<file path="src/sv/cdl_pkg.sv">
// ----------------------------------------------------------------------------
// cdl_pkg: shared types and constants of the climate drive law
// Register map, span constants, reciprocal constants and the stage record
// that travels between the front and back halves of the datapath.
// ----------------------------------------------------------------------------
package cdl_pkg;

  // field widths
  localparam int unsigned TempW    = 12;
  localparam int unsigned HumW     = 11;
  localparam int unsigned DutyW    = 8;
  localparam int unsigned CfgIdxW  = 3;
  localparam int unsigned CfgDataW = 12;
  localparam int unsigned InDataW  = 24;
  localparam int unsigned OutDataW = 24;

  // law constants: spans and hysteresis in 1/16 units, boost in duty steps
  localparam int unsigned FanTempSpan = 160;
  localparam int unsigned FanHumSpan  = 800;
  localparam int unsigned HeatSpan    = 32;
  localparam int unsigned Hyst        = 32;
  localparam int unsigned FanBoost    = 50;

  // products are pre-shifted by 5 (divide by 32), then scaled by a reciprocal
  localparam int unsigned SpanShift        = 5;
  localparam int unsigned RecipFive        = 1639;  // ceil(2^13 / 5)
  localparam int unsigned RecipFiveShift   = 13;
  localparam int unsigned RecipQuarterC    = 5243;  // ceil(2^17 / 25)
  localparam int unsigned RecipQuarterCSh  = 17;

  localparam int unsigned FanProdW  = 18;  // 255 * 800 < 2^18
  localparam int unsigned HeatProdW = 13;  // 255 * 32 < 2^13

  // configuration register indexes
  typedef enum logic [CfgIdxW-1:0] {
    REG_TEMP_TARGET    = 3'd0,
    REG_HUM_TARGET     = 3'd1,
    REG_COLD_THRESHOLD = 3'd2,
    REG_FAN_DUTY_MIN   = 3'd3,
    REG_FAN_DUTY_MAX   = 3'd4,
    REG_HEAT_DUTY_MIN  = 3'd5,
    REG_HEAT_DUTY_MAX  = 3'd6
  } cdl_reg_e;

  // which rule drives the fan
  typedef enum logic [1:0] {
    FAN_IDLE = 2'd0,
    FAN_TEMP = 2'd1,
    FAN_HUM  = 2'd2
  } cdl_fan_mode_e;

  typedef struct packed {
    logic signed [TempW-1:0] temp_target;
    logic [HumW-1:0]         hum_target;
    logic [DutyW-1:0]        cold_threshold;
    logic [DutyW-1:0]        fan_duty_min;
    logic [DutyW-1:0]        fan_duty_max;
    logic [DutyW-1:0]        heat_duty_min;
    logic [DutyW-1:0]        heat_duty_max;
  } cdl_cfg_t;

  // record between the product stage and the scaling stage
  typedef struct packed {
    logic                 ok;
    cdl_fan_mode_e        fan_mode;
    logic                 boost;
    logic                 fan_neg;
    logic [FanProdW-1:0]  fan_prod;
    logic                 heat_on;
    logic                 heat_neg;
    logic [HeatProdW-1:0] heat_prod;
    logic                 hum_on;
  } cdl_prod_t;

endpackage

</file>
<file path="src/sv/cdl_front.sv">
// ----------------------------------------------------------------------------
// cdl_front: error terms, rule selection and span products
// Works out the temperature and humidity errors of one sample, picks the
// fan rule, the heater enable and the new humidifier state, and forms the
// magnitude products of each interpolation.
// ----------------------------------------------------------------------------
module cdl_front (
  input  logic                                sample_ok_i,
  input  logic signed [cdl_pkg::TempW-1:0]    temp_now_i,
  input  logic [cdl_pkg::HumW-1:0]            hum_now_i,
  input  cdl_pkg::cdl_cfg_t                   cfg_i,
  input  logic                                humid_state_i,
  output cdl_pkg::cdl_prod_t                  prod_o
);
  import cdl_pkg::*;

  logic signed [TempW:0]   temp_diff;
  logic signed [TempW:0]   deficit;
  logic signed [HumW:0]    hum_diff;
  logic signed [HumW:0]    hum_short;
  logic signed [HumW:0]    hyst_lim;
  logic                    temp_hot;
  logic                    hum_wet;
  logic                    below_cold;
  logic                    fan_temp;
  logic                    fan_hum;
  logic [7:0]              temp_amt;
  logic [9:0]              hum_amt;
  logic [9:0]              fan_amt;
  logic [5:0]              heat_amt;
  logic signed [DutyW:0]   fan_span;
  logic signed [DutyW:0]   fan_span_n;
  logic signed [DutyW:0]   heat_span;
  logic signed [DutyW:0]   heat_span_n;
  logic [DutyW-1:0]        fan_mag;
  logic [DutyW-1:0]        heat_mag;

  // error terms
  assign temp_diff = {temp_now_i[TempW-1], temp_now_i}
                   - {cfg_i.temp_target[TempW-1], cfg_i.temp_target};
  assign deficit   = -temp_diff;
  assign hum_diff  = {1'b0, hum_now_i} - {1'b0, cfg_i.hum_target};
  assign hum_short = -hum_diff;

  // hysteresis limit as a signed value so the band compares stay signed
  assign hyst_lim = $signed((HumW+1)'(Hyst));

  assign temp_hot   = temp_diff > (TempW+1)'(0);
  assign hum_wet    = hum_diff > (HumW+1)'(0);
  assign below_cold = deficit < $signed({5'b0, cfg_i.cold_threshold});

  // fan rule selection
  assign fan_temp = sample_ok_i && temp_hot;
  assign fan_hum  = sample_ok_i && !temp_hot && hum_wet && below_cold;

  // clamped amounts
  assign temp_amt = (temp_diff > (TempW+1)'(FanTempSpan)) ? 8'(FanTempSpan)
                                                          : temp_diff[7:0];
  assign hum_amt  = (hum_diff > (HumW+1)'(FanHumSpan)) ? 10'(FanHumSpan)
                                                       : hum_diff[9:0];
  assign fan_amt  = fan_temp ? {2'b0, temp_amt} : hum_amt;
  assign heat_amt = (deficit > (TempW+1)'(HeatSpan)) ? 6'(HeatSpan) : deficit[5:0];

  // span magnitudes, direction kept apart
  assign fan_span    = $signed({1'b0, cfg_i.fan_duty_max}) - $signed({1'b0, cfg_i.fan_duty_min});
  assign fan_span_n  = -fan_span;
  assign fan_mag     = fan_span[DutyW] ? fan_span_n[DutyW-1:0] : fan_span[DutyW-1:0];
  assign heat_span   = $signed({1'b0, cfg_i.heat_duty_max})
                     - $signed({1'b0, cfg_i.heat_duty_min});
  assign heat_span_n = -heat_span;
  assign heat_mag    = heat_span[DutyW] ? heat_span_n[DutyW-1:0] : heat_span[DutyW-1:0];

  // record for the scaling stage
  always_comb begin
    prod_o.ok        = sample_ok_i;
    prod_o.fan_mode  = fan_temp ? FAN_TEMP : (fan_hum ? FAN_HUM : FAN_IDLE);
    prod_o.boost     = fan_hum && (hum_diff > hyst_lim) && !humid_state_i;
    prod_o.fan_neg   = fan_span[DutyW];
    prod_o.fan_prod  = FanProdW'(fan_mag) * FanProdW'(fan_amt);
    prod_o.heat_on   = sample_ok_i && !below_cold;
    prod_o.heat_neg  = heat_span[DutyW];
    prod_o.heat_prod = HeatProdW'(heat_mag) * HeatProdW'(heat_amt);
    prod_o.hum_on    = humid_state_i;
    if (sample_ok_i) begin
      if (hum_short > hyst_lim) begin
        prod_o.hum_on = 1'b1;
      end else if (hum_diff > hyst_lim) begin
        prod_o.hum_on = 1'b0;
      end
    end
  end

endmodule

</file>
<file path="src/sv/cdl_back.sv">
// ----------------------------------------------------------------------------
// cdl_back: span scaling and duty assembly
// Divides the span products by their spans through reciprocal multiplies,
// applies direction, boost, cap and saturation, and gives both duties.
// ----------------------------------------------------------------------------
module cdl_back (
  input  cdl_pkg::cdl_prod_t               prod_i,
  input  cdl_pkg::cdl_cfg_t                cfg_i,
  output logic [cdl_pkg::DutyW-1:0]        fan_duty_o,
  output logic [cdl_pkg::DutyW-1:0]        heat_duty_o
);
  import cdl_pkg::*;

  function automatic logic [DutyW-1:0] sat8(input logic signed [DutyW+1:0] v);
    logic [DutyW-1:0] r;
    if (v < 0) begin
      r = '0;
    end else if (v > (DutyW+2)'(255)) begin
      r = '1;
    end else begin
      r = v[DutyW-1:0];
    end
    return r;
  endfunction

  logic [FanProdW-SpanShift-1:0] fan_pre;
  logic [23:0]                   temp_mul;
  logic [25:0]                   hum_mul;
  logic [DutyW-1:0]              fan_q;
  logic signed [DutyW+1:0]       fan_step;
  logic signed [DutyW+1:0]       fan_lerp;
  logic signed [DutyW+1:0]       fan_boosted;
  logic signed [DutyW+1:0]       fan_capped;
  logic signed [DutyW+1:0]       fan_val;
  logic [DutyW-1:0]              heat_q;
  logic signed [DutyW+1:0]       heat_step;
  logic signed [DutyW+1:0]       heat_val;

  // fan: divide by 160 or 800 as (p >> 5) / 5 or / 25
  assign fan_pre  = prod_i.fan_prod[FanProdW-1:SpanShift];
  assign temp_mul = 24'(fan_pre) * 24'(RecipFive);
  assign hum_mul  = 26'(fan_pre) * 26'(RecipQuarterC);
  assign fan_q    = (prod_i.fan_mode == FAN_TEMP) ? temp_mul[RecipFiveShift +: DutyW]
                                                  : hum_mul[RecipQuarterCSh +: DutyW];

  // interpolation toward the max, truncated toward zero
  assign fan_step    = prod_i.fan_neg ? -$signed({2'b0, fan_q}) : $signed({2'b0, fan_q});
  assign fan_lerp    = $signed({2'b0, cfg_i.fan_duty_min}) + fan_step;
  assign fan_boosted = fan_lerp + (DutyW+2)'(FanBoost);
  assign fan_capped  = (fan_boosted < $signed({2'b0, cfg_i.fan_duty_max})) ? fan_boosted
                                                   : $signed({2'b0, cfg_i.fan_duty_max});

  always_comb begin
    case (prod_i.fan_mode)
      FAN_TEMP: fan_val = fan_lerp;
      FAN_HUM:  fan_val = prod_i.boost ? fan_capped : fan_lerp;
      default:  fan_val = $signed({2'b0, cfg_i.fan_duty_min});
    endcase
  end

  assign fan_duty_o = sat8(fan_val);

  // heater: span of 32 is a plain shift
  assign heat_q    = prod_i.heat_prod[HeatProdW-1:SpanShift];
  assign heat_step = prod_i.heat_neg ? -$signed({2'b0, heat_q}) : $signed({2'b0, heat_q});
  assign heat_val  = $signed({2'b0, cfg_i.heat_duty_min}) + heat_step;

  assign heat_duty_o = prod_i.heat_on ? sat8(heat_val) : '0;

endmodule

</file>
<file path="src/sv/climate_drive_law.sv">
// ----------------------------------------------------------------------------
// climate_drive_law: fan, heater and humidifier law for one sensor sample
// Three register stages: input, span products, result.
// ----------------------------------------------------------------------------
// Throughput: one sample per cycle while results are taken; each stage moves whenever the next frees.
// The humidifier state is updated as a sample leaves the input stage, so the
// next sample sees the updated state with no wait.
// Reset: pipeline emptied, registers at their defaults, humidifier off.
// ----------------------------------------------------------------------------
module climate_drive_law (
  input  logic                               clk_i,
  input  logic                               rst_ni,
  // configuration writes
  input  logic                               cfg_we_i,
  input  logic [cdl_pkg::CfgIdxW-1:0]        cfg_idx_i,
  input  logic [cdl_pkg::CfgDataW-1:0]       cfg_data_i,
  // sample stream
  input  logic                               s_axis_tvalid,
  output logic                               s_axis_tready,
  input  logic [cdl_pkg::InDataW-1:0]        s_axis_tdata,  // temp_now, hum_now, zero pad
  input  logic                               s_axis_tuser,  // sample_ok
  // result stream
  output logic                               m_axis_tvalid,
  input  logic                               m_axis_tready,
  output logic [cdl_pkg::OutDataW-1:0]       m_axis_tdata   // fan_duty, heat_duty,
                                                            // humidifier_on, zero pad
);
  import cdl_pkg::*;

  cdl_cfg_t               cfg_q;
  logic                   humid_q;

  logic                   in_valid_q, in_valid_d;
  logic                   in_ok_q;
  logic signed [TempW-1:0] in_temp_q;
  logic [HumW-1:0]        in_hum_q;

  logic                   prod_valid_q, prod_valid_d;
  cdl_prod_t              prod_d, prod_q;

  logic                   out_valid_q, out_valid_d;
  logic [DutyW-1:0]       fan_d, fan_q;
  logic [DutyW-1:0]       heat_d, heat_q;
  logic                   hum_out_q;

  logic                   in_xfer;
  logic                   out_free;
  logic                   prod_adv;
  logic                   prod_free;
  logic                   in_adv;

  // configuration registers
  always_ff @(posedge clk_i or negedge rst_ni) begin
    if (!rst_ni) begin
      cfg_q.temp_target    <= TempW'(320);
      cfg_q.hum_target     <= HumW'(1040);
      cfg_q.cold_threshold <= DutyW'(8);
      cfg_q.fan_duty_min   <= DutyW'(80);
      cfg_q.fan_duty_max   <= DutyW'(255);
      cfg_q.heat_duty_min  <= DutyW'(0);
      cfg_q.heat_duty_max  <= DutyW'(255);
    end else if (cfg_we_i) begin
      case (cfg_idx_i)
        REG_TEMP_TARGET:    cfg_q.temp_target    <= cfg_data_i[TempW-1:0];
        REG_HUM_TARGET:     cfg_q.hum_target     <= cfg_data_i[HumW-1:0];
        REG_COLD_THRESHOLD: cfg_q.cold_threshold <= cfg_data_i[DutyW-1:0];
        REG_FAN_DUTY_MIN:   cfg_q.fan_duty_min   <= cfg_data_i[DutyW-1:0];
        REG_FAN_DUTY_MAX:   cfg_q.fan_duty_max   <= cfg_data_i[DutyW-1:0];
        REG_HEAT_DUTY_MIN:  cfg_q.heat_duty_min  <= cfg_data_i[DutyW-1:0];
        REG_HEAT_DUTY_MAX:  cfg_q.heat_duty_max  <= cfg_data_i[DutyW-1:0];
        default: ;
      endcase
    end
  end

  // pipeline flow control
  assign out_free      = !out_valid_q || m_axis_tready;
  assign prod_adv      = prod_valid_q && out_free;
  assign prod_free     = !prod_valid_q || prod_adv;
  assign in_adv        = in_valid_q && prod_free;
  assign s_axis_tready = !in_valid_q || in_adv;
  assign in_xfer       = s_axis_tvalid && s_axis_tready;

  assign in_valid_d   = in_xfer || (in_valid_q && !in_adv);
  assign prod_valid_d = in_adv || (prod_valid_q && !prod_adv);
  assign out_valid_d  = prod_adv || (out_valid_q && !m_axis_tready);

  always_ff @(posedge clk_i or negedge rst_ni) begin
    if (!rst_ni) begin
      in_valid_q   <= 1'b0;
      prod_valid_q <= 1'b0;
      out_valid_q  <= 1'b0;
      humid_q      <= 1'b0;
    end else begin
      in_valid_q   <= in_valid_d;
      prod_valid_q <= prod_valid_d;
      out_valid_q  <= out_valid_d;
      if (in_adv) begin
        humid_q <= prod_d.hum_on;
      end
    end
  end

  // input stage
  always_ff @(posedge clk_i) begin
    if (in_xfer) begin
      in_ok_q   <= s_axis_tuser;
      in_temp_q <= s_axis_tdata[TempW-1:0];
      in_hum_q  <= s_axis_tdata[TempW +: HumW];
    end
  end

  cdl_front u_front (
    .sample_ok_i   (in_ok_q),
    .temp_now_i    (in_temp_q),
    .hum_now_i     (in_hum_q),
    .cfg_i         (cfg_q),
    .humid_state_i (humid_q),
    .prod_o        (prod_d)
  );

  // product stage
  always_ff @(posedge clk_i) begin
    if (in_adv) begin
      prod_q <= prod_d;
    end
  end

  cdl_back u_back (
    .prod_i      (prod_q),
    .cfg_i       (cfg_q),
    .fan_duty_o  (fan_d),
    .heat_duty_o (heat_d)
  );

  // result stage
  always_ff @(posedge clk_i) begin
    if (prod_adv) begin
      fan_q     <= fan_d;
      heat_q    <= heat_d;
      hum_out_q <= prod_q.hum_on;
    end
  end

  assign m_axis_tvalid = out_valid_q;
  assign m_axis_tdata  = {{(OutDataW - 2*DutyW - 1){1'b0}}, hum_out_q, heat_q, fan_q};

  // humidifier state only moves when a sample leaves the input stage
  a_humid_hold: assert property (@(posedge clk_i) disable iff (!rst_ni)
    !in_adv |=> $stable(humid_q))
    else $error("humidifier state changed without a sample");

  // a new result only comes from a filled product stage
  a_out_source: assert property (@(posedge clk_i) disable iff (!rst_ni)
    $rose(out_valid_q) |-> $past(prod_valid_q))
    else $error("result appeared without a product stage item");

  // an empty input stage always takes a transfer
  a_in_ready: assert property (@(posedge clk_i) disable iff (!rst_ni)
    !in_valid_q |-> s_axis_tready)
    else $error("empty input stage not ready");

  // a failed sample drives no fan rule and no heater
  a_bad_sample: assert property (@(posedge clk_i) disable iff (!rst_ni)
    (prod_valid_q && !prod_q.ok) |-> (prod_q.fan_mode == FAN_IDLE && !prod_q.heat_on))
    else $error("failed sample selected a drive rule");

  // the boost applies to the humidity rule only
  a_boost_mode: assert property (@(posedge clk_i) disable iff (!rst_ni)
    (prod_valid_q && prod_q.boost) |-> (prod_q.fan_mode == FAN_HUM))
    else $error("fan boost outside the humidity rule");

endmodule

</file>
<file path="config.mk">
export PLATFORM = sky130hd
export DESIGN_NAME = climate_drive_law
export DESIGN_NICKNAME = d
export VERILOG_FILES = /design/src/sv/cdl_pkg.sv /design/src/sv/cdl_front.sv /design/src/sv/cdl_back.sv /design/src/sv/climate_drive_law.sv
export SDC_FILE = /design/constraint.sdc
export NUM_CORES = 1
export LEC_CHECK = 0
export BUFFER_PORTS_ARGS = -buffer_cell sky130_fd_sc_hd__buf_4
export CAP_MARGIN = 25
export CORE_UTILIZATION = 38
export CTS_BUF_LIST = sky130_fd_sc_hd__clkbuf_16
export DETAILED_ROUTE_END_ITERATION = 12
export GPL_TIMING_DRIVEN = 0
export PLACE_DENSITY = 0.57
export SLEW_MARGIN = 20
export SYNTH_ARGS = -nofsm -noshare
export SYNTH_HDL_FRONTEND = slang
export SYNTH_HIERARCHICAL = 1
export SYNTH_SLANG_ARGS = --single-unit
</file>
<file path="constraint.sdc">
create_clock -name clk_i -period 13.8 [get_ports clk_i]
set_input_delay 1.38 -clock clk_i [delete_from_list [all_inputs] [get_ports clk_i]]
set_output_delay 1.38 -clock clk_i [all_outputs]
set_load 0.01 [all_outputs]
</file>
After elaboration in Yosys (flattened, before gate mapping)
Index checks and enable logic that the tools add are counted.

storage, ports and cells
  flip-flop bits (word level) = 146
  bits in latches = 0
  memory bits (writable) = 0
  memory bits (read-only) = 0
  output and inout bits = 26
  memories kept = 0

operators by class
  add/subtract/negate cells = 13
  multiply operators = 4
  divide/modulo/power cells = 0
  magnitude comparators = 13
  eq/ne operators = 8
  shifts and indexed selects = 0
  multiplexer cells = 18
  bitwise logic cells = 1
  reductions and logical operators = 37

operators with widths
  kind                                                                               number
  10-bit 2-to-1 mux                                                                  6
  8-bit 2-to-1 mux                                                                   6
  13-bit by 13-bit multiplier with 25-bit output, second input constant              1
  12-bit by 7-bit greater-than comparator with 1-bit output, second input constant   2
  13-bit by 11-bit multiplier with 21-bit output, second input constant              1
  9-bit by 10-bit adder with 10-bit output                                           2
  10-bit by 9-bit greater-than comparator with 1-bit output, second input constant   2
  10-bit by 1-bit < comparator with 1-bit output, second input constant              2
  8-bit negator with 10-bit output                                                   2
  10-bit one-hot mux with 2 select lines                                             1
  8-bit by 10-bit multiplier with 18-bit output                                      1
  8-bit by 8-bit subtractor with 9-bit output                                        2
  8-bit negator                                                                      2
  2-bit AND reduction                                                                7
  13-bit by 1-bit greater-than comparator with 1-bit output, second input constant   1
  13-bit by 6-bit greater-than comparator with 1-bit output, second input constant   1
  13-bit by 8-bit greater-than comparator with 1-bit output, second input constant   1
  1-bit logical AND                                                                  13
  13-bit by 9-bit < comparator with 1-bit output                                     1
  8-bit by 6-bit multiplier with 13-bit output                                       1
  13-bit negator                                                                     1
  12-bit by 12-bit subtractor with 13-bit output                                     1
  12-bit by 1-bit greater-than comparator with 1-bit output, second input constant   1
  12-bit by 10-bit greater-than comparator with 1-bit output, second input constant  1
  other kinds (17)                                                                   35

Longest topological paths before layout
Gate-level depths: netlist (run 1).

  word-level depth = 12
  depth in mapped cells = 44

By module
The synthesis (run 1) kept the hierarchy.

by module, submodules not included
  module             times used  cells an instance  area an instance (um2)  sequential area each (um2)
  cdl_back           1           909                7758.7                  0.0
  cdl_front          1           869                6650.1                  0.0
  climate_drive_law  1           244                5124.9                  4107.7

Worst setup path before layout (run 1)
No wires, ideal clock.

  kind = reg2reg
  from = reg prod_q[31] (netlist bit)
  to = reg fan_q[0] (data pin)
  library setup time = 0.279 ns
  arrival time = 8.936 ns
  required time = 13.521 ns
  setup slack = 4.585 ns
  stages on the path, launching flop included = 41
  path buffers = 2
  cells stage by stage = edfxtp_1 -> inv_1 -> fa_1 -> inv_1 -> ha_1 -> inv_1 -> fa_1 -> fa_1 -> inv_1 -> fa_1 -> ha_1 -> a21oi_1 -> and2_1 -> o21ai_0 -> a21oi_1 -> xor2_1 -> o21ai_0 -> inv_1 -> [5 not listed] -> ha_1 -> a21boi_0 -> o21a_1 -> nor2_1 -> o21ai_0 -> or4_1 -> or4_1 -> nand3_1 -> xnor2_1 -> nand4_1 -> ha_1 -> clkbuf_1 -> clkbuf_1 -> nor2_1 -> nand2_1 -> nor4_1 -> nor4b_4 -> a211oi_1

on the way
  word-level cells in the longest chain between the ends = 12
  elaborated cells on any way between the ends = 14
  those cells by class = 3 x add/sub; 2 x mul; 3 x order compare; 6 x mux

ends and longest elaborated chain
  what                                                                                                                     RTL line                        source
  from (decl)                                                                                                              climate_drive_law.sv:39         cdl_prod_t prod_d, prod_q;
  from (signal assigned)                                                                                                   climate_drive_law.sv:125        prod_q <= prod_d;
  13-bit by 13-bit multiplier with 25-bit output / 13-bit by 11-bit multiplier with 21-bit output (equally long branches)  cdl_back.sv:42, cdl_back.sv:41
  8-bit 2-to-1 mux *                                                                                                       cdl_back.sv:43                  assign fan_q = (prod_i.fan_mode == FAN_TEMP) ? temp_mul[RecipFiveShift +: DutyW]
  8-bit negator with 10-bit output                                                                                         cdl_back.sv:47                  assign fan_step = prod_i.fan_neg ? -$signed({2'b0, fan_q}) : $signed({2'b0, fan_q});
  10-bit 2-to-1 mux *                                                                                                      cdl_back.sv:47
  9-bit by 10-bit adder with 10-bit output *                                                                               cdl_back.sv:48                  assign fan_lerp = $signed({2'b0, cfg_i.fan_duty_min}) + fan_step;
  10-bit by 6-bit adder with 10-bit output                                                                                 cdl_back.sv:49                  assign fan_boosted = fan_lerp + (DutyW+2)'(FanBoost);
  10-bit by 9-bit < comparator with 1-bit output                                                                           cdl_back.sv:50                  assign fan_capped = (fan_boosted < $signed({2'b0, cfg_i.fan_duty_max})) ? fan_boosted
  10-bit 2-to-1 mux                                                                                                        cdl_back.sv:50
  10-bit 2-to-1 mux                                                                                                        cdl_back.sv:56                  FAN_HUM: fan_val = prod_i.boost ? fan_capped : fan_lerp;
  10-bit one-hot mux with 2 select lines *                                                                                 cdl_back.sv:54                  case (prod_i.fan_mode)
  10-bit by 9-bit greater-than comparator with 1-bit output                                                                cdl_back.sv:18                  end else if (v > (DutyW+2)'(255)) begin
  8-bit 2-to-1 mux                                                                                                         cdl_back.sv:18
  to (signal assigned)                                                                                                     climate_drive_law.sv:139        fan_q <= fan_d;
  to (decl)                                                                                                                climate_drive_law.sv:42         logic [DutyW-1:0] fan_d, fan_q;

Mark *: on every way between the ends. The rest lies on a longest branch, timed or not.
A chain may end at the register's enable or synchronous reset.

Worst setup path after layout (run 1)
  from = reg prod_q[28] (netlist bit)
  to = reg fan_q[7] (data pin)

The elaborated chain is that of the path after synthesis.

==> qor.json, run 1 <==
{
  "outcome": {
    "outcome": "complete, no violations"
  },
  "global_routing": {
    "via_count_of_the_first_global_routing_pass": 14400,
    "maximum_number_of_pins_on_one_net_before_global_route_repair": 68,
    "global_route.overflow_total": 0,
    "wire_length_of_the_first_global_routing_pass_um": 73800,
    "grt_antenna_before_repair": 2,
    "globalRouteTotalUtil": 0.184
  },
  "worst_setup_path": {
    "worst-r2r-setup-slack_ns": 2.95,
    "crit_required_ns": 13.97,
    "cp_num_buf_inv": 8,
    "critical-path-max-stage-delay_ns": 0.74,
    "timing.critical_path.fanout_max": 10,
    "timing_worst_setup_path_type": "reg2reg",
    "worst_path_dominant_cell_family": "adder cells",
    "arrival_ns": 11.02,
    "critical-path-slowest-cell": "sky130_fd_sc_hd__edfxtp_1",
    "critical-path-top-cell-by-count": "sky130_fd_sc_hd__inv_1",
    "r2r.worst_path.cells": 41,
    "rr_endpoint": "fan_q[7]$_DFFE_PP_",
    "timing.critical_path.from_type": "flop",
    "worst_setup_path_end_kind": "flop",
    "timing.rr.start": "prod_q[28]$_DFFE_PP_"
  },
  "routing": {
    "ant_nets": 0,
    "drtPass1Iterations": 5,
    "remaining_drc_errors": 0,
    "dr_wl_met2_um": 21200,
    "route.final.wire_length_um": 44900,
    "met1_length_um": 21400,
    "wl_per_cell_um": 16.2,
    "total_via_count_in_the_routed_design": 14200,
    "met3_length_um": 1350,
    "detail_route.iter0.violations": 681,
    "route.top_layer_used": "met4",
    "vias_per_cell": 5.11
  },
  "sta": {
    "finalSetupViolCount": 0,
    "final_hold_viols": 0,
    "clock-skew-final_ns": 0.0141,
    "tightestPinTransition_ns": 0.998,
    "post-route-period-util": 0.786,
    "setup_total_negative_slack_ns": 0,
    "max_slew_headroom": 0.335,
    "report.final.slew_viol_count": 0,
    "final_period_minus_worst_setup_slack_ns": 10.85,
    "hold-worst-slack_ns": 0.424,
    "max_freq_mhz": 92.2,
    "rsz0062_at_grt": "false"
  },
  "placement": {
    "routability_congestion": 0.883,
    "placed_cells_incl_taps": 2739,
    "port_buffers": 61,
    "hpwlAfterDp_um": 37200
  },
  "floorplan": {
    "die_h_um": 227,
    "core_area_mm2": 0.0494,
    "initial_utilization": 0.389,
    "fp.dieW_um": 227,
    "pin_count": 71,
    "core.rowCount": 81,
    "floorplan.die_area_mm2": 0.0514
  },
  "cells_and_area": {
    "layout-drive-gt1-share": 0.122,
    "finish.net_count": 2600,
    "num_antenna_cells": 0,
    "stdcell_count": 2771,
    "syn2layout_area_growth_pct": 10.1
  },
  "yosys": {
    "synthesis.area_per_instance_um2": 9.56,
    "netlist_area_mm2": 0.0192,
    "synthesis.yosys.warnings": 6,
    "syn-instance-count": 2006
  },
  "clocking": {
    "cts_max_path_buffers": 2,
    "cts_made_buffers": 17,
    "cts_hold_buf": 0,
    "h-tree-depth": 4,
    "clk_pin_slew_ns": 0.07,
    "cts-root-buf": "sky130_fd_sc_hd__clkbuf_16",
    "worst_skew_pair.late_latency_ns": 0.45,
    "cts_tree": "done",
    "post_cts.resized_instances": 0,
    "cts.repair_timing.setup_buffer_count": 0,
    "cts.sink_count": 136
  },
  "min_path": {
    "timing.hold.worst_path_depth": 0,
    "worstHoldEndpoint": "hum_out_q$_DFFE_PP_",
    "source_of_the_worst_hold_timing_path": "prod_q[0]$_DFFE_PP_",
    "worst_hold_path_type": "reg2reg"
  },
  "flow_run": {
    "max_cap_violations": 0
  }
}
==> stage by stage <==
step / area [um^2] / utilization / worst slack, ns
2_1_floorplan: 19200 / - / 4.58
3_3_place_gp: 20500 / 0.415 / 2.97
3_5_place_dp: 20500 / 0.416 / 2.90
4_1_cts: 21100 / 0.428 / 2.86
5_1_grt: 21100 / 0.428 / 2.08
6_report: 21100 / 0.428 / 2.95
==> worst max-delay path by stage <==
stage / from / end / depth (start not counted)
after CTS: prod_q[28]$_DFFE_PP_ / fan_q[7]$_DFFE_PP_ / 41
final: prod_q[28]$_DFFE_PP_ / fan_q[7]$_DFFE_PP_ / 41
after floorplan: prod_q[31]$_DFFE_PP_ / fan_q[0]$_DFFE_PP_ / 40
after global routing: prod_q[28]$_DFFE_PP_ / fan_q[7]$_DFFE_PP_ / 41
after detailed placement: prod_q[28]$_DFFE_PP_ / fan_q[7]$_DFFE_PP_ / 41
after global placement: prod_q[28]$_DFFE_PP_ / fan_q[7]$_DFFE_PP_ / 41
==> flip-flops by register name, indices dropped and copies added (netlist names) <==
signal	count
prod_q	28
hum_out_q	1
fan_q	8
heat_q	8
cfg_q	63
in_ok_q	1
m_axis_tvalid	1
prod_valid_q	1
in_hum_q	11
in_valid_q	1
in_temp_q	12
humid_q	1
==> placed cells by master, fill, tap and decap left out, types with 13 or more instances in the layout <==
cell,count
sky130_fd_sc_hd__dfrtp_1,44
sky130_fd_sc_hd__o31ai_1,13
sky130_fd_sc_hd__mux2_2,67
sky130_fd_sc_hd__a21o_1,27
sky130_fd_sc_hd__a211oi_1,16
sky130_fd_sc_hd__and2_1,13
sky130_fd_sc_hd__nor2_1,128
sky130_fd_sc_hd__a21oi_1,82
sky130_fd_sc_hd__nand2b_1,32
sky130_fd_sc_hd__o21bai_1,15
sky130_fd_sc_hd__nor2b_1,14
sky130_fd_sc_hd__inv_1,386
sky130_fd_sc_hd__or2_1,13
sky130_fd_sc_hd__xor2_1,47
sky130_fd_sc_hd__o21ai_0,71
sky130_fd_sc_hd__or3_1,18
sky130_fd_sc_hd__o21a_1,24
sky130_fd_sc_hd__a31oi_1,13
sky130_fd_sc_hd__nand2_1,53
sky130_fd_sc_hd__clkbuf_1,18
sky130_fd_sc_hd__buf_4,72
sky130_fd_sc_hd__dfstp_2,23
sky130_fd_sc_hd__clkbuf_16,17
sky130_fd_sc_hd__nand3_1,23
sky130_fd_sc_hd__fa_1,175
sky130_fd_sc_hd__ha_1,286
sky130_fd_sc_hd__edfxtp_1,69
sky130_fd_sc_hd__xnor2_1,77
sky130_fd_sc_hd__nor3_1,46
sky130_fd_sc_hd__or2_2,19
==> worst reg2reg max path: cells and delay by family (launching register included) <==
family / cells / cell delay [ns]
fa+ha+maj: 9 / 3.24
buf+inv: 8 / 1.33
flops: 1 / 0.74
compound gates: 10 / 2.20
simple gates: 11 / 2.62
xor+xnor: 3 / 0.43
==> layout make-up <==
type | count | area (um^2)
Fill cell | 4846 | 28200
Multi-Input combinational cell | 1449 | 13700
Sequential cell | 136 | 3780
Inverter | 387 | 1450
Tap cell | 664 | 831
Timing Repair Buffer | 63 | 493
Clock buffer | 17 | 425
Buffer | 40 | 228
Clock inverter | 15 | 158
==> routing by layer <==
metal  vias to the layer above  track usage
met5                         -            0
met4                         0       0.0547
met3                        53       0.0223
met2                       261        0.306
met1                      6910        0.248
li1                       6939            -
Power of run 1 is left out: the tool's default activity adds up to more than one toggle a clock period on the data nets, which glitch-free logic cannot reach.
==> run 2, diff against run 1 <==
Settings changed: ABC_AREA set to 1, PLACE_DENSITY 0.57 to 0.59.
Clock period 13.8 ns to 9.2 ns, I/O delays scaled along.
==> run 2 against run 1 <==
Compared with the run above:
- clock-buffer cell count grew 1
- area after synthesis grew 6.5%
- global-route usage grew 0.92 points
- synthesized cell count grew 35%
- non-clock buffer count grew 17
- cell area grew 8.2%
- first-iteration DRC count grew 27%
- hold slack gained 0.046 ns
- final cell count grew 27%
- critical path depth grew 5
- highest routed layer unchanged
- critical path type unchanged
==> qor.json, run 2 <==
{
  "worst_setup_path": {
    "cp_num_buf_inv": {"value": 9, "change": "+1"},
    "timing.rr.start": "prod_q[27]$_DFFE_PP_",
    "arrival": {"value": 8.93, "unit": "ns", "change": "-2.09 ns"},
    "worst_setup_path_end_kind": "flop",
    "worst-r2r-setup-slack": {"value": 0.46, "unit": "ns", "change": "-2.49 ns"},
    "worst_path_dominant_cell_family": "adder cells",
    "timing.critical_path.from_type": "flop",
    "timing.critical_path.fanout_max": {"value": 4, "change": "-6"},
    "worstSetupEndpoint": "fan_q[0]$_DFFE_PP_",
    "critPathLaunch": "prod_q[27]$_DFFE_PP_",
    "crit_required": {"value": 9.39, "unit": "ns", "change": "-4.58 ns"},
    "timing_worst_setup_path_type": "reg2reg",
    "critical-path-max-stage-delay": {"value": 0.53, "unit": "ns", "change": "-0.21 ns"},
    "r2r.worst_path.cells": {"value": 46, "change": "+12%"},
    "cp_num_cells": {"value": 46, "change": "+12%"},
    "critical-path-slowest-cell": "sky130_fd_sc_hd__fa_1",
    "critical-path-top-cell-by-count": "sky130_fd_sc_hd__inv_1",
    "rr_endpoint": "fan_q[0]$_DFFE_PP_"
  },
  "clocking": {
    "cts.sink_count": {"value": 136, "change": "unchanged"},
    "cts_hold_buf": {"value": 0, "change": "unchanged"},
    "cts_made_buffers": {"value": 17, "change": "unchanged"},
    "worst_skew_pair.late_latency": {"value": 0.44, "unit": "ns", "change": "about the same"},
    "cts_max_path_buffers": {"value": 2, "change": "unchanged"},
    "h-tree-depth": {"value": 4, "change": "unchanged"},
    "clk_pin_slew": {"value": 0.06, "unit": "ns", "change": "about the same"},
    "cts-root-buf": "sky130_fd_sc_hd__clkbuf_16",
    "cts_tree": "done"
  },
  "sta": {
    "post-route-period-util": {"value": 0.950, "change": "+0.164"},
    "max_freq": {"value": 114, "unit": "MHz", "change": "+24%"},
    "final_period_minus_worst_setup_slack": {"value": 8.74, "unit": "ns", "change": "-2.11 ns"},
    "tightestPinTransition": {"value": 0.869, "unit": "ns", "change": "-0.129 ns"},
    "hold-worst-slack": {"value": 0.470, "unit": "ns", "change": "+0.0459 ns"},
    "max_slew_headroom": {"value": 0.421, "change": "+0.0862"},
    "clock-skew-final": {"value": 0.0120, "unit": "ns", "change": "-0.00214 ns"},
    "finalSetupViolCount": {"value": 0, "change": "unchanged"},
    "final_hold_viols": {"value": 0, "change": "unchanged"},
    "report.final.slew_viol_count": {"value": 0, "change": "unchanged"}
  },
  "placement": {
    "hpwlAfterDp": {"value": 42900, "unit": "um", "change": "+15%"},
    "port_buffers": {"value": 62, "change": "+1.6%"},
    "routability_congestion": {"value": 0.914, "change": "+3.5%"}
  },
  "flow_run": {
    "max_cap_violations": {"value": 0, "change": "unchanged"}
  },
  "routing": {
    "ant_nets": {"value": 0, "change": "unchanged"},
    "drtPass1Iterations": {"value": 5, "change": "unchanged"},
    "vias_per_cell": {"value": 4.84, "change": "-5.4%"},
    "route.final.wire_length": {"value": 50700, "unit": "um", "change": "+13%"},
    "remaining_drc_errors": {"value": 0, "change": "unchanged"},
    "total_via_count_in_the_routed_design": {"value": 17000, "change": "+20%"},
    "wl_per_cell": {"value": 14.4, "unit": "um", "change": "-11%"},
    "detail_route.iter0.violations": {"value": 863, "change": "+27%"}
  },
  "cells_and_area": {
    "finish.net_count": {"value": 3330, "change": "+28%"},
    "layout-drive-gt1-share": {"value": 0.104, "change": "-0.0180"},
    "largest_reg_flops": {"value": 63, "change": "unchanged"},
    "layout.filler_cells": {"value": 5312, "change": "+9.6%"},
    "num_antenna_cells": {"value": 0, "change": "unchanged"},
    "final_common_cell": "sky130_fd_sc_hd__nand2_1",
    "top_register": "cfg_q",
    "syn2layout_area_growth_pct": 11.9,
    "largestRegisters": "cfg_q x63, prod_q x28, in_temp_q x12",
    "layout_common_cells": "sky130_fd_sc_hd__nand2_1, sky130_fd_sc_hd__inv_1, sky130_fd_sc_hd__ha_1"
  },
  "yosys": {
    "syn-instance-count": {"value": 2699, "change": "+35%"},
    "synthesis.yosys.warnings": {"value": 6, "change": "unchanged"},
    "netlist_area": {"value": 0.0204, "unit": "mm^2", "change": "+6.5%"},
    "synthesis.area_per_instance": {"value": 7.57, "unit": "um^2", "change": "-21%"}
  },
  "global_routing": {
    "wire_length_of_the_first_global_routing_pass": {"value": 83500, "unit": "um", "change": "+13%"},
    "grt_antenna_before_repair": {"value": 0, "change": "-2"},
    "via_count_of_the_first_global_routing_pass": {"value": 17300, "change": "+20%"},
    "maximum_number_of_pins_on_one_net_before_global_route_repair": {"value": 68, "change": "unchanged"},
    "global_route.overflow_total": {"value": 0, "change": "unchanged"},
    "globalRouteTotalUtil": {"value": 0.193, "change": "+0.00921"}
  },
  "floorplan": {
    "core_area": {"value": 0.0529, "unit": "mm^2", "change": "+7.1%"},
    "core.rowCount": {"value": 84, "change": "+3.7%"},
    "pin_count": {"value": 71, "change": "unchanged"},
    "die_h": {"value": 234, "unit": "um", "change": "+3.2%"},
    "initial_utilization": {"value": 0.386, "change": "-0.00232"},
    "floorplan.die_area": {"value": 0.0547, "unit": "mm^2", "change": "+6.4%"},
    "fp.dieW": {"value": 234, "unit": "um", "change": "+3.2%"}
  },
  "outcome": {
    "outcome": "complete, no violations"
  },
  "min_path": {
    "worst_hold_path_type": "reg2reg"
  }
}
-- run 2: worst min path at each step --
stage | slack (ns) | end | cells past startpoint | from
final | 0.47 | cfg_q[57]$_DFFE_PN1P_ | 2 | cfg_q[57]$_DFFE_PN1P_
after floorplan | 0.40 | hum_out_q$_DFFE_PP_ | 0 | prod_q[0]$_DFFE_PP_
after global routing | 0.48 | cfg_q[35]$_DFFE_PN1P_ | 2 | cfg_q[35]$_DFFE_PN1P_
after global placement | 0.46 | cfg_q[35]$_DFFE_PN1P_ | 2 | cfg_q[35]$_DFFE_PN1P_
after detailed placement | 0.46 | cfg_q[57]$_DFFE_PN1P_ | 2 | cfg_q[57]$_DFFE_PN1P_
after CTS | 0.47 | cfg_q[57]$_DFFE_PN1P_ | 2 | cfg_q[57]$_DFFE_PN1P_
-- run 2: metrics by stage --
stage / instance area, um^2 / TNS (ns) / cells / utilization / setup slack [ns]
finish: 22800 / 0 / 3525 / 0.432 / 0.456
global route: 22800 / -0.0824 / 3525 / 0.432 / -0.0479
CTS: 22600 / 0 / 3511 / 0.427 / 0.0177
detailed placement: 21800 / -1.86 / 3456 / 0.413 / -0.354
global placement: 21800 / -1.74 / 3455 / 0.412 / -0.368
floorplan: 20400 / 0 / 2705 / - / 1.00
-- run 2: area by class of cell --
class | count | area (um^2) | share of cell area
multi-input combinational | 1933 | 14400 | 0.630
sequential | 136 | 3780 | 0.165
inverter | 616 | 2310 | 0.101
tap | 688 | 861 | 0.0377
timing repair buffer | 100 | 782 | 0.0342
clock buffer | 18 | 450 | 0.0197
clock inverter | 14 | 133 | 0.00581
buffer | 20 | 133 | 0.00581
-- run 2: worst reg2reg max path: cells and delay by family, from the launching register on --
kind	cells	cell delay, ns
AO/OA/AOI/OAI	10	1.53
flip-flops	1	0.52
AND/OR/NAND/NOR	15	1.65
XOR/XNOR	2	0.36
adder cells (fa/ha/maj)	10	3.68
buffers and inverters	9	0.78
-- run 2: what timing repair did --
item / CTS / global route
pin swaps: 0 / 10
gates resized for setup: 4 / 43
endpoints found under the setup margin: 8 / 8
setup buffers: 23 / 14
-- run 2: routing by layer --
layer,vias up,global-route usage,share of wire,wire (um)
li1,8623,-,-,-
met1,7987,0.235,0.44,22300
met2,338,0.341,0.49,24700
met3,96,0.0268,0.038,1920
met4,0,0.0771,0.036,1830
met5,-,0,0,0
Power of run 2 is left out for the same reason.
==> run 3, diff against run 2 <==
Settings changed: CTS_BUF_LIST sky130_fd_sc_hd__clkbuf_16 to sky130_fd_sc_hd__clkbuf_8 sky130_fd_sc_hd__clkbuf_16.
==> run 3 against run 2 <==
Compared with the run above:
- die area unchanged
- utilization about the same
- critical path depth unchanged
- register-to-register slack about the same
- first-iteration DRC count up 3.0%
- fmax about the same
- non-clock buffer count unchanged
- final cell count unchanged
- clock skew about the same
- clock-buffer cell count up 1
==> qor.json, run 3 (synthesis gave the netlist of run 2 again) <==
{
  "worst_setup_path": {
    "critical-path-top-cell-by-count": "sky130_fd_sc_hd__inv_1",
    "timing_worst_setup_path_type": "reg2reg",
    "arrival": {"value": 8.93, "unit": "ns", "change": "about the same"},
    "critical-path-max-stage-delay": {"value": 0.53, "unit": "ns", "change": "about the same"},
    "worst_setup_path_end_kind": "flop",
    "timing.critical_path.fanout_max": {"value": 4, "change": "unchanged"},
    "critical-path-slowest-cell": "sky130_fd_sc_hd__fa_1",
    "timing.critical_path.from_type": "flop",
    "crit_required": {"value": 9.39, "unit": "ns", "change": "about the same"}
  },
  "routing": {
    "drtPass1Iterations": {"value": 5, "change": "unchanged"},
    "ant_nets": {"value": 0, "change": "unchanged"},
    "vias_per_cell": {"value": 4.84, "change": "about the same"},
    "total_via_count_in_the_routed_design": {"value": 17100, "change": "+0.10%"},
    "wl_per_cell": {"value": 14.4, "unit": "um", "change": "about the same"},
    "remaining_drc_errors": {"value": 0, "change": "unchanged"},
    "route.final.wire_length": {"value": 50700, "unit": "um", "change": "about the same"},
    "detail_route.iter0.violations": {"value": 889, "change": "+3.0%"}
  },
  "cells_and_area": {
    "final_common_cell": "sky130_fd_sc_hd__nand2_1",
    "layout-drive-gt1-share": {"value": 0.104, "change": "+0.000352"},
    "top_register": "cfg_q",
    "finish.net_count": {"value": 3330, "change": "unchanged"},
    "largest_reg_flops": {"value": 63, "change": "unchanged"},
    "multi_input_comb_area": {"value": 0.0144, "unit": "mm^2", "change": "unchanged"},
    "num_antenna_cells": {"value": 0, "change": "unchanged"},
    "largestRegisters": "cfg_q x63, prod_q x28, in_temp_q x12",
    "layout.filler_cells": {"value": 5311, "change": "-0.019%"},
    "syn2layout_area_growth": {"value": 11.9, "unit": "%", "change": "about the same"},
    "layout.area.seq": {"value": 0.00378, "unit": "mm^2", "change": "unchanged"},
    "finish.utilization": {"value": 0.432, "change": "about the same"},
    "layout_common_cells": "sky130_fd_sc_hd__nand2_1, sky130_fd_sc_hd__inv_1, sky130_fd_sc_hd__ha_1"
  },
  "outcome": {
    "outcome": "complete, no violations"
  },
  "sta": {
    "max_freq": {"value": 114, "unit": "MHz", "change": "about the same"},
    "report.final.slew_viol_count": {"value": 0, "change": "unchanged"},
    "finalSetupViolCount": {"value": 0, "change": "unchanged"},
    "final_period_minus_worst_setup_slack": {"value": 8.74, "unit": "ns", "change": "-0.0000830 ns"},
    "final_hold_viols": {"value": 0, "change": "unchanged"},
    "tightestPinTransition": {"value": 0.870, "unit": "ns", "change": "+0.000783 ns"},
    "hold-worst-slack": {"value": 0.467, "unit": "ns", "change": "-0.00283 ns"},
    "post-route-period-util": {"value": 0.950, "change": "about the same"},
    "postLayoutSetupSlackWorst": {"value": 0.456, "unit": "ns", "change": "+0.0000830 ns"},
    "setup_total_negative_slack": {"value": 0, "unit": "ns", "change": "unchanged"},
    "clock-skew-final": {"value": 0.0119, "unit": "ns", "change": "-0.000109 ns"},
    "max_slew_headroom": {"value": 0.420, "change": "-0.000522"}
  },
  "global_routing": {
    "globalRouteTotalUtil": {"value": 0.193, "change": "about the same"},
    "maximum_number_of_pins_on_one_net_before_global_route_repair": {"value": 68, "change": "unchanged"},
    "via_count_of_the_first_global_routing_pass": {"value": 17300, "change": "-0.0058%"},
    "grt_antenna_before_repair": {"value": 0, "change": "unchanged"},
    "wire_length_of_the_first_global_routing_pass": {"value": 83500, "unit": "um", "change": "about the same"},
    "global_route.overflow_total": {"value": 0, "change": "unchanged"}
  },
  "floorplan": {
    "initial_utilization": {"value": 0.386, "change": "unchanged"},
    "core.rowCount": {"value": 84, "change": "unchanged"},
    "fp.dieW": {"value": 234, "unit": "um", "change": "unchanged"},
    "core_area": {"value": 0.0529, "unit": "mm^2", "change": "unchanged"},
    "die_h": {"value": 234, "unit": "um", "change": "unchanged"},
    "pin_count": {"value": 71, "change": "unchanged"},
    "floorplan.die_area": {"value": 0.0547, "unit": "mm^2", "change": "unchanged"}
  },
  "placement": {
    "port_buffers": {"value": 62, "change": "unchanged"},
    "hpwlAfterDp": {"value": 42900, "unit": "um", "change": "unchanged"},
    "pre_cts_slack": {"value": -0.354, "unit": "ns", "change": "unchanged"},
    "routability_congestion": {"value": 0.914, "change": "unchanged"}
  },
  "clocking": {
    "h-tree-depth": {"value": 4, "change": "unchanged"},
    "cts_made_buffers": {"value": 17, "change": "unchanged"},
    "cts_tree": "done",
    "worst_skew_pair.late_latency": {"value": 0.44, "unit": "ns", "change": "about the same"},
    "cts_max_path_buffers": {"value": 2, "change": "unchanged"},
    "cts.sink_count": {"value": 136, "change": "unchanged"},
    "clk_pin_slew": {"value": 0.06, "unit": "ns", "change": "about the same"},
    "cts-root-buf": "sky130_fd_sc_hd__clkbuf_16",
    "cts_hold_buf": {"value": 0, "change": "unchanged"}
  },
  "min_path": {
    "worst_hold_path_type": "reg2reg"
  },
  "flow_run": {
    "max_cap_violations": {"value": 0, "change": "unchanged"}
  }
}
-- run 3: changes by cell type in the layout (fill, tap and decap cells not counted) --
cell / previous run / this run
sky130_fd_sc_hd__clkbuf_8: 0 / 1
sky130_fd_sc_hd__clkinv_1: 4 / 3
-- run 3: final timing paths --
kind	cells after the start	endpoint	start	slack, ns
max reg2reg	46	fan_q[0]$_DFFE_PP_	prod_q[27]$_DFFE_PP_	0.46
min reg2reg	2	cfg_q[57]$_DFFE_PN1P_	cfg_q[57]$_DFFE_PN1P_	0.47
min in group asynchronous	1	cfg_q[53]$_DFFE_PN0P_	rst_ni	0.60
max in group asynchronous	1	cfg_q[10]$_DFFE_PN0P_	rst_ni	8.03
min	2	cfg_q[57]$_DFFE_PN1P_	cfg_q[57]$_DFFE_PN1P_	0.47
max	46	fan_q[0]$_DFFE_PP_	prod_q[27]$_DFFE_PP_	0.46
-- run 3: area by class of cell --
type,count,share of cell area
Sequential cell,136,0.165
Buffer,20,0.00580
Tap cell,688,0.0377
Clock buffer,19,0.0203
Inverter,616,0.101
Clock inverter,13,0.00564
Timing Repair Buffer,100,0.0342
Multi-Input combinational cell,1933,0.630
-- run 3: layer usage --
metal,track usage,vias up,wire [um]
met5,0,-,0
met4,0.0771,0,1810
met3,0.0271,92,2110
met2,0.341,370,24700
met1,0.234,7977,22100
li1,-,8622,-
-- run 3: through the flow --
step,cells,area (um^2)
final,3525,22900
after global routing,3525,22900
after CTS,3511,22600
after detailed placement,3456,21800
after global placement,3455,21800
after floorplan,2705,20400
-- run 3: critical path: cells and delay by family (launching register included) --
kind                       cells  cell delay (ns)
buffers and inverters          9             0.78
DFF                            1             0.52
xor gates and xnor gates       2             0.36
adders and majority gates     10             3.68
and+or+nand+nor               15             1.64
AOI/OAI and AO/OA             10             1.53
-- run 3: what timing repair did --
action                     CTS  global route
resized for setup            4            43
pin swaps                    0            10
setup endpoints to repair    8             8
gates cloned                 0             0
setup buffers               23            14
Power of run 3 is left out for the same reason.
